## src/hw/rtl/srtps_pkg.sv

```systemverilog
`timescale 1ns / 1ps

package srtps_pkg;

  // Job table geometry
  localparam int SLOTS  = 16;
  localparam int IDX_W  = (SLOTS > 1) ? $clog2(SLOTS) : 1;
  localparam int SLOT_W = $clog2(SLOTS + 1);

  // Field widths
  localparam int ID_W   = 8;
  localparam int REM_W  = 16;
  localparam int TIME_W = 32;

  // Stream payload widths
  localparam int IN_TDATA_W  = 24;
  localparam int OUT_TDATA_W = 56;

  localparam logic [TIME_W-1:0] TIME_MAX = '1;

  // Opcode carried on the input tuser
  localparam logic OP_ARRIVE = 1'b0;
  localparam logic OP_TICK   = 1'b1;

  // One job table entry as held in the slot memory
  typedef struct packed {
    logic [ID_W-1:0]   job;
    logic [REM_W-1:0]  rem;
    logic [TIME_W-1:0] arr;
  } entry_t;

  typedef enum logic [2:0] {
    ST_IDLE,
    ST_SCAN,
    ST_DECIDE,
    ST_UPDATE,
    ST_EMIT
  } state_t;

endpackage

```

## src/hw/rtl/srt_preemptive_scheduler_unit.sv

```systemverilog
`timescale 1ns / 1ps

// Preemptive shortest-remaining-time scheduler over a table of job slots.
// Input stream: tuser is the opcode (arrive or tick), tdata holds job id and
// burst. An arrive beat with a nonzero burst stores the job in the lowest free
// slot (if any), stamped with the current time; a tick runs the best ready
// job for one time unit. Output stream: exactly one result beat per input beat.
// Job entries live in a synchronous memory with one write and one registered
// read port; a tick sweeps it one slot per cycle to find the job with the least
// remaining time (ties to the lower id, then the lower slot).
// An arrive goes from the accepting edge to the emit state, which loads the
// result register; a tick first sweeps the slots, then decides and updates
// before its emit. When the tick's job finishes, another sweep picks the next
// job before a new beat is taken. The emit state waits while the result
// register still holds an untaken beat.
// One beat is in work at a time. The result register frees the input side
// once its beat is loaded, so a stalled receiver only holds back the result
// of the following beat.
// Reset empties the table (valid bits only), marks no job running and
// clears the time counter; it needs no memory sweep.
module srt_preemptive_scheduler_unit (
  input  logic                                 clk,
  input  logic                                 rst,
  input  logic                                 s_axis_tvalid,
  output logic                                 s_axis_tready,
  // [7:0] job_id, [23:8] burst
  input  logic [srtps_pkg::IN_TDATA_W-1:0]     s_axis_tdata,
  // [0] op
  input  logic                                 s_axis_tuser,
  output logic                                 m_axis_tvalid,
  input  logic                                 m_axis_tready,
  // [0] accepted, [1] running_valid, [9:2] running_id, [10] done_res,
  // [18:11] done_id, [50:19] turnaround, [55:51] zero
  output logic [srtps_pkg::OUT_TDATA_W-1:0]    m_axis_tdata
);

  localparam int IDX_W  = srtps_pkg::IDX_W;
  localparam int SLOT_W = srtps_pkg::SLOT_W;
  localparam int ID_W   = srtps_pkg::ID_W;
  localparam int REM_W  = srtps_pkg::REM_W;
  localparam int TIME_W = srtps_pkg::TIME_W;
  localparam logic [SLOT_W-1:0] IDLE_MARK = SLOT_W'(srtps_pkg::SLOTS);

  srtps_pkg::state_t state, state_next;

  // Control state
  logic [srtps_pkg::SLOTS-1:0] slot_valid;
  logic [SLOT_W-1:0]           active_slot;
  logic [TIME_W-1:0]           now_time;
  logic [SLOT_W-1:0]           scan_cnt;
  logic                        rd_vld;
  logic                        rescan;

  // Sweep and datapath registers
  logic [IDX_W-1:0]  rd_idx;
  logic              best_found;
  logic [IDX_W-1:0]  best_idx;
  logic [ID_W-1:0]   best_job;
  logic [REM_W-1:0]  best_rem;
  logic [TIME_W-1:0] best_arr;
  logic [ID_W-1:0]   act_job;
  logic [REM_W-1:0]  act_rem;
  logic [TIME_W-1:0] act_arr;
  logic              ch_run;
  logic [IDX_W-1:0]  ch_idx;
  logic [ID_W-1:0]   ch_job;
  logic [REM_W-1:0]  ch_rem;
  logic [TIME_W-1:0] ch_arr;
  logic              res_accepted;
  logic              res_run;
  logic [ID_W-1:0]   res_run_id;
  logic              res_done;
  logic [ID_W-1:0]   res_done_id;

  // Slot memory
  srtps_pkg::entry_t slot_mem [srtps_pkg::SLOTS];
  srtps_pkg::entry_t rd_data;
  srtps_pkg::entry_t mem_wdata;
  logic              mem_we;
  logic [IDX_W-1:0]  mem_waddr;
  logic [IDX_W-1:0]  rd_addr;

  // Input fields
  logic              in_op;
  logic [ID_W-1:0]   in_job;
  logic [REM_W-1:0]  in_burst;
  logic              in_beat;

  assign in_op    = s_axis_tuser;
  assign in_job   = s_axis_tdata[7:0];
  assign in_burst = s_axis_tdata[23:8];
  assign in_beat  = s_axis_tvalid && s_axis_tready;

  // Lowest free slot
  logic             free_any;
  logic [IDX_W-1:0] free_idx;
  logic             store_ok;

  always_comb begin
    free_idx = '0;
    for (int i = srtps_pkg::SLOTS - 1; i >= 0; i--) begin
      if (!slot_valid[i]) begin
        free_idx = IDX_W'(i);
      end
    end
  end

  assign free_any = ~&slot_valid;
  assign store_ok = free_any && (in_burst != '0);

  // Running job still holds its slot
  logic             act_live;
  logic [IDX_W-1:0] act_idx;

  assign act_idx  = active_slot[IDX_W-1:0];
  assign act_live = (active_slot < IDLE_MARK) && slot_valid[act_idx];

  // Sweep candidate against the best so far
  logic scan_issue;
  logic scan_end;
  logic cand_live;
  logic cand_better;
  logic cand_is_act;

  assign scan_issue  = scan_cnt < IDLE_MARK;
  assign scan_end    = scan_cnt == IDLE_MARK;
  assign cand_live   = rd_vld && slot_valid[rd_idx];
  assign cand_better = !best_found || (rd_data.rem < best_rem) ||
                       ((rd_data.rem == best_rem) && (rd_data.job < best_job));
  assign cand_is_act = (active_slot < IDLE_MARK) && (rd_idx == act_idx);

  // Tick decision: keep the running job unless strictly beaten
  logic take_best;

  assign take_best = best_found && (!act_live || (best_rem < act_rem));

  logic out_free;
  logic done_now;

  assign out_free = !m_axis_tvalid || m_axis_tready;
  assign done_now = ch_run && (ch_rem == REM_W'(1));

  // Next state
  always_comb begin
    state_next = state;
    unique case (state)
      srtps_pkg::ST_IDLE: begin
        if (in_beat) begin
          state_next = (in_op == srtps_pkg::OP_TICK) ? srtps_pkg::ST_SCAN
                                                     : srtps_pkg::ST_EMIT;
        end
      end
      srtps_pkg::ST_SCAN: begin
        if (scan_end) begin
          state_next = srtps_pkg::ST_DECIDE;
        end
      end
      srtps_pkg::ST_DECIDE: begin
        state_next = rescan ? srtps_pkg::ST_IDLE : srtps_pkg::ST_UPDATE;
      end
      srtps_pkg::ST_UPDATE: begin
        state_next = srtps_pkg::ST_EMIT;
      end
      srtps_pkg::ST_EMIT: begin
        if (out_free) begin
          state_next = res_done ? srtps_pkg::ST_SCAN : srtps_pkg::ST_IDLE;
        end
      end
      default: state_next = srtps_pkg::ST_IDLE;
    endcase
  end

  // State outputs: handshake and memory port
  always_comb begin
    s_axis_tready = 1'b0;
    mem_we        = 1'b0;
    mem_waddr     = free_idx;
    mem_wdata     = '{job: in_job, rem: in_burst, arr: now_time};
    rd_addr       = scan_cnt[IDX_W-1:0];
    unique case (state)
      srtps_pkg::ST_IDLE: begin
        s_axis_tready = 1'b1;
        mem_we        = in_beat && (in_op == srtps_pkg::OP_ARRIVE) && store_ok;
      end
      srtps_pkg::ST_UPDATE: begin
        mem_we    = ch_run;
        mem_waddr = ch_idx;
        mem_wdata = '{job: ch_job, rem: ch_rem - REM_W'(1), arr: ch_arr};
      end
      default: begin
        mem_we = 1'b0;
      end
    endcase
  end

  // Slot memory, one write and one registered read
  always_ff @(posedge clk) begin
    if (mem_we) begin
      slot_mem[mem_waddr] <= mem_wdata;
    end
    rd_data <= slot_mem[rd_addr];
  end

  // Control registers
  always_ff @(posedge clk) begin
    if (rst) begin
      state         <= srtps_pkg::ST_IDLE;
      slot_valid    <= '0;
      active_slot   <= IDLE_MARK;
      now_time      <= '0;
      scan_cnt      <= '0;
      rd_vld        <= 1'b0;
      rescan        <= 1'b0;
      best_found    <= 1'b0;
      m_axis_tvalid <= 1'b0;
    end else begin
      state <= state_next;

      // Result register: load on emit, clear once taken
      if ((state == srtps_pkg::ST_EMIT) && out_free) begin
        m_axis_tvalid <= 1'b1;
      end else if (m_axis_tvalid && m_axis_tready) begin
        m_axis_tvalid <= 1'b0;
      end

      unique case (state)
        srtps_pkg::ST_IDLE: begin
          if (in_beat) begin
            scan_cnt   <= '0;
            rd_vld     <= 1'b0;
            rescan     <= 1'b0;
            best_found <= 1'b0;
            if ((in_op == srtps_pkg::OP_ARRIVE) && store_ok) begin
              slot_valid[free_idx] <= 1'b1;
            end
          end
        end
        srtps_pkg::ST_SCAN: begin
          rd_vld <= scan_issue;
          if (scan_issue) begin
            scan_cnt <= scan_cnt + SLOT_W'(1);
          end
          if (cand_live && cand_better) begin
            best_found <= 1'b1;
          end
        end
        srtps_pkg::ST_DECIDE: begin
          if (rescan) begin
            active_slot <= best_found ? SLOT_W'(best_idx) : IDLE_MARK;
          end else if (take_best) begin
            active_slot <= SLOT_W'(best_idx);
          end else if (!act_live) begin
            active_slot <= IDLE_MARK;
          end
        end
        srtps_pkg::ST_UPDATE: begin
          if (now_time != srtps_pkg::TIME_MAX) begin
            now_time <= now_time + TIME_W'(1);
          end
          if (done_now) begin
            slot_valid[ch_idx] <= 1'b0;
          end
        end
        srtps_pkg::ST_EMIT: begin
          if (out_free) begin
            scan_cnt      <= '0;
            rd_vld        <= 1'b0;
            rescan        <= 1'b1;
            best_found    <= 1'b0;
          end
        end
        default: begin
          rd_vld <= 1'b0;
        end
      endcase
    end
  end

  // Datapath registers
  always_ff @(posedge clk) begin
    unique case (state)
      srtps_pkg::ST_IDLE: begin
        res_accepted <= store_ok;
        res_run      <= 1'b0;
        res_run_id   <= '0;
        res_done     <= 1'b0;
        res_done_id  <= '0;
      end
      srtps_pkg::ST_SCAN: begin
        rd_idx <= rd_addr;
        if (cand_live && cand_better) begin
          best_idx <= rd_idx;
          best_job <= rd_data.job;
          best_rem <= rd_data.rem;
          best_arr <= rd_data.arr;
        end
        if (rd_vld && cand_is_act) begin
          act_job <= rd_data.job;
          act_rem <= rd_data.rem;
          act_arr <= rd_data.arr;
        end
      end
      srtps_pkg::ST_DECIDE: begin
        ch_run <= take_best || act_live;
        ch_idx <= take_best ? best_idx : act_idx;
        ch_job <= take_best ? best_job : act_job;
        ch_rem <= take_best ? best_rem : act_rem;
        ch_arr <= take_best ? best_arr : act_arr;
      end
      srtps_pkg::ST_UPDATE: begin
        res_accepted <= 1'b0;
        res_run      <= ch_run;
        res_run_id   <= ch_run ? ch_job : '0;
        res_done     <= done_now;
        res_done_id  <= done_now ? ch_job : '0;
      end
      srtps_pkg::ST_EMIT: begin
        if (out_free) begin
          m_axis_tdata <= {5'd0,
                           res_done ? (now_time - ch_arr) : TIME_W'(0),
                           res_done_id, res_done, res_run_id, res_run,
                           res_accepted};
        end
      end
      default: begin
        ch_run <= 1'b0;
      end
    endcase
  end

  // Running job always holds a live slot between beats
  a_active_live: assert property (@(posedge clk) disable iff (rst)
    (state == srtps_pkg::ST_IDLE && active_slot < IDLE_MARK) |-> slot_valid[act_idx])
    else $error("running job points at a free slot");

  // A finishing job frees exactly one slot
  a_free_one: assert property (@(posedge clk) disable iff (rst)
    (state == srtps_pkg::ST_UPDATE && done_now) |=>
      ($countones(slot_valid) == $countones($past(slot_valid)) - 1))
    else $error("finish did not free one slot");

  // Time never runs backward
  a_time_mono: assert property (@(posedge clk) disable iff (rst)
    !$past(rst) |-> (now_time >= $past(now_time)))
    else $error("time counter went backward");

  // Arrive and tick results never mix; a finish implies a run
  a_result_kind: assert property (@(posedge clk) disable iff (rst)
    m_axis_tvalid |-> (!(m_axis_tdata[0] && m_axis_tdata[1]) &&
                       (!m_axis_tdata[10] || m_axis_tdata[1])))
    else $error("inconsistent result flags");

  // No memory write during a sweep
  a_sweep_quiet: assert property (@(posedge clk) disable iff (rst)
    (state == srtps_pkg::ST_SCAN) |-> !mem_we)
    else $error("slot memory written during sweep");

endmodule
```

## config.mk

```make
export PLATFORM = sky130hd
export DESIGN_NAME = srt_preemptive_scheduler_unit
export DESIGN_NICKNAME = d
export VERILOG_FILES = /design/src/hw/rtl/srtps_pkg.sv /design/src/hw/rtl/srt_preemptive_scheduler_unit.sv
export SDC_FILE = /design/constraint.sdc
export NUM_CORES = 1
export LEC_CHECK = 0
export ABC_AREA = 1
export BUFFER_PORTS_ARGS = -buffer_cell sky130_fd_sc_hd__buf_2
export CORE_AREA = 2 2 285 287
export CTS_BUF_LIST = sky130_fd_sc_hd__clkbuf_4
export DETAILED_ROUTE_END_ITERATION = 8
export DIE_AREA = 0 0 287 289
export PLACE_DENSITY = 0.82
export SLEW_MARGIN = 20
export SYNTH_ARGS = -nofsm -noshare
export SYNTH_HDL_FRONTEND = slang
export SYNTH_SLANG_ARGS = --single-unit
```

## constraint.sdc

```tcl
create_clock -name clk -period 12.1 [get_ports clk]
set_clock_uncertainty 0.15 [all_clocks]
set_input_delay 1.815 -clock clk [delete_from_list [all_inputs] [get_ports clk]]
set_output_delay 1.815 -clock clk [all_outputs]
set_load 0.1 [all_outputs]
```

==> results.yml <==
die:
  boundaryPins: 87
  start_util: 0.644
  rows: 104
  die_x_um: 287
  die_h_um: 289
  design.die.area_um2: 82900
  core_region_area_um2: 79900
synthesis:
  dominantRegCellSynth: "edfxtp_1"
  synth-edff-count: 1147
  post-synth-top-area-cell: "edfxtp_1"
  post-synth-top-area-fraction: 0.669
  synth_warnings: 0
  synth_async_sr_flop_share: 0
  synth.distinct_cells: 52
  netlist_area_um2: 51500
  ys_seq_elements: 1268
  post_synth_main_area_contributors: "edfxtp_1, o21ai_0, dfxtp_1"
  post_synth.cell_area_avg_um2: 12.0
  synthesis.instances: 4286
  synth_seq_area_share: 0.716
setup_path:
  ff2ff_setup_slack_ns: 7.78
  critPathArrivalTime_ns: 2.45
  worstSetupStartpointType: "flip-flop"
  worstReg2RegStart: "state[0]"
  worst-r2r-cell-count: 10
  r2r_end: "slot_mem[0][21]"
  cp_data_required_time_ns: 10.14
  worst_setup_path_end_kind: "output port"
  critPathMaxFanout: 5
  crit_start: "state[1]"
  critical_path_class: "reg -> out"
clock_network:
  numClockSinks: 1268
  holdBufCountCts: 0
  clk_latency_ns: 1.18
  tritoncts: "done"
  htree_levels: 5
  clockRootBuffer: "clkbuf_4"
  cts_setup_buffers: 0
  cts.repair.resized: 0
  cts_buffer_depth: 4
  tritoncts_buffer_count: 318
  clkTransAtPathRegs_ns: 0.07
run_status:
  status: "finished, final reports clean"
sta:
  drv_slew: 0
  report.final.hold_viol_count: 0
  worstMarginPinSlew_ns: 1.12
  relative_slew_slack: 0.249
  rsz0062_at_grt: "no"
  report.final.setup_viol: 0
  min_period_ns: 4.42
  fmaxAchievable_mhz: 226
  final.period_utilization: 0.365
  totalNegativeSetupSlack_ns: 0
worst_hold_path:
  worst_hold_startpoint: "res_done_id[1]"
  min_to: "m_axis_tdata[12]"
  hold_depth: 0
  min_path_type: "reg -> reg"
grt:
  grt_pass1_vias: 34969
  grt_start_max_net_pins: 203
  gr-total-overflow: 0
  first_pass_grt_wire_length_mm: 190
  number_of_antenna_violations_at_the_first_check_in_global_routing: 2
  groute.usage.overall: 0.299
pwr:
  combinational_power_share: 0.160
  p_leak_uw: 0.0211
  total_power_uw: 10400
  power.share.sequential: 0.502
  power_density_nw_per_um2: 182
  vdd_drop_max_uv: 128
  switching_power_uw: 3030
  clkPwrFrac: 0.338
  power.share.switching: 0.292
  internal-power_uw: 7350
drt:
  initialDrtViolationCount: 4702
  route.detailed.wl_per_inst_um: 21.4
  route.final.wire_length_mm: 125
  routed-via-count: 35880
  number_of_iterations_in_the_first_detailed_routing_pass: 6
  drt.antenna.violating_nets: 0
  remaining_drc_errors: 0
  vias_per_cell: 6.15
final_layout:
  final_nets: 4658
  syn_to_final_growth_pct: 11.0
  layout-drive-gt1-share: 0.148
  num-fill-cells: 5159
flow_run:
  max-cap-violations: 0
placement:
  portBuffers: 81
  finalWeightedCongestion: 0.906
  place_hpwl_mm: 70.1
-- registers in the layout (all words and copies together) (netlist names), 16 cells and up --
signal / cells
act_arr: 32
act_rem: 16
best_arr: 32
best_rem: 16
ch_arr: 32
ch_rem: 16
m_axis_tdata: 51
now_time: 32
rd_data: 56
slot_mem: 896
slot_valid: 16
-- layout make-up --
class                      instances  area (µm²)  share of cell area
clock inverter                    69         405             0.00710
tap                             1060        1330              0.0232
antenna                            2        5.00           0.0000876
timing repair buffer             171        1110              0.0194
inverter                         238         907              0.0159
clock buffer                     467        3510              0.0614
sequential                      1268       36900               0.645
multi-input combinational       2557       13000               0.228
-- stage by stage --
step	cell area (µm²)	util	setup WS, ns	cells	hold WS, ns
2_1_floorplan	51500	-	1.54	4290	0.250
4_1_cts	57100	0.715	7.61	5830	0.239
5_1_grt	57100	0.715	7.55	5831	0.250
3_5_place_dp	53200	0.666	7.00	5294	0.255
3_3_place_gp	53200	0.666	7.09	5294	0.252
6_report	57100	0.715	7.68	5832	0.238
-- cell usage after synthesis, drive strengths merged, types with 4 or more instances --
cell type and number:
o221ai 97, a21boi 5, ha 74, dfxtp 121, o21a 10, a31oi 10, o22ai 132, clkbuf 195
nand4 32, nand2 509, nor3 33, a21oi 154, o211ai 21, buf 32, nor3b 4, xor2 13
edfxtp 1147, inv 236, nor4 8, nand3 174, xnor2 4, nor2 621, o21ai 631
-- worst max path at each step --
stage	to	slack [ns]	cells past startpoint
3_5_place_dp	slot_mem[0][38]	7.00	11
3_3_place_gp	slot_mem[0][37]	7.09	11
4_1_cts	s_axis_tready	7.61	4
2_1_floorplan	act_arr[0]	1.54	4
5_1_grt	s_axis_tready	7.55	4
6_report	s_axis_tready	7.68	4
-- per-layer routing --
layer	global-route usage	vias to the layer above	part of all wire
li1	-	16263	-
met1	0.402	17119	0.38
met2	0.478	2204	0.48
met3	0.0637	294	0.11
met4	0.130	0	0.032
met5	0	-	0
-- cells by family after synthesis --
kind of cell	count (synthesis)	share of synthesized area
compound gates	1071	0.118
fa+ha+maj	75	0.0184
other cells	1	0.0000729
xor+xnor	17	0.00289
simple gates	1389	0.110
flops	1268	0.716
buf+inv	465	0.0347
-- power groups by stage --
stage               clock, µW  sequential [µW]  combinational, µW
global route             3770             5230               1800
global placement            0             5290               1570
floorplan                   0             5430               1010
finish                   3500             5210               1660
CTS                      3550             5210               1640
detailed placement          0             5300               1630
-- critical path: stages, from the launching register on --
cell	delay (ns)
dfxtp_1	0.35
nor2_1	0.18
inv_1	0.13
nor2_2	0.19
buf_2	0.47
-- cells in the final DEF (no fill, tap or decap), types with 97 or more instances in the layout --
cell | synthesis | routed
nand3_1 | 174 | 174
dfxtp_1 | 121 | 118
clkbuf_4 | 0 | 467
a21oi_1 | 151 | 151
o22ai_1 | 132 | 132
nand2_1 | 506 | 506
o21ai_0 | 628 | 626
edfxtp_1 | 1147 | 1147
nor2_1 | 618 | 601
o221ai_1 | 97 | 97
inv_1 | 232 | 228
Power figures use the tool's default switching activity.
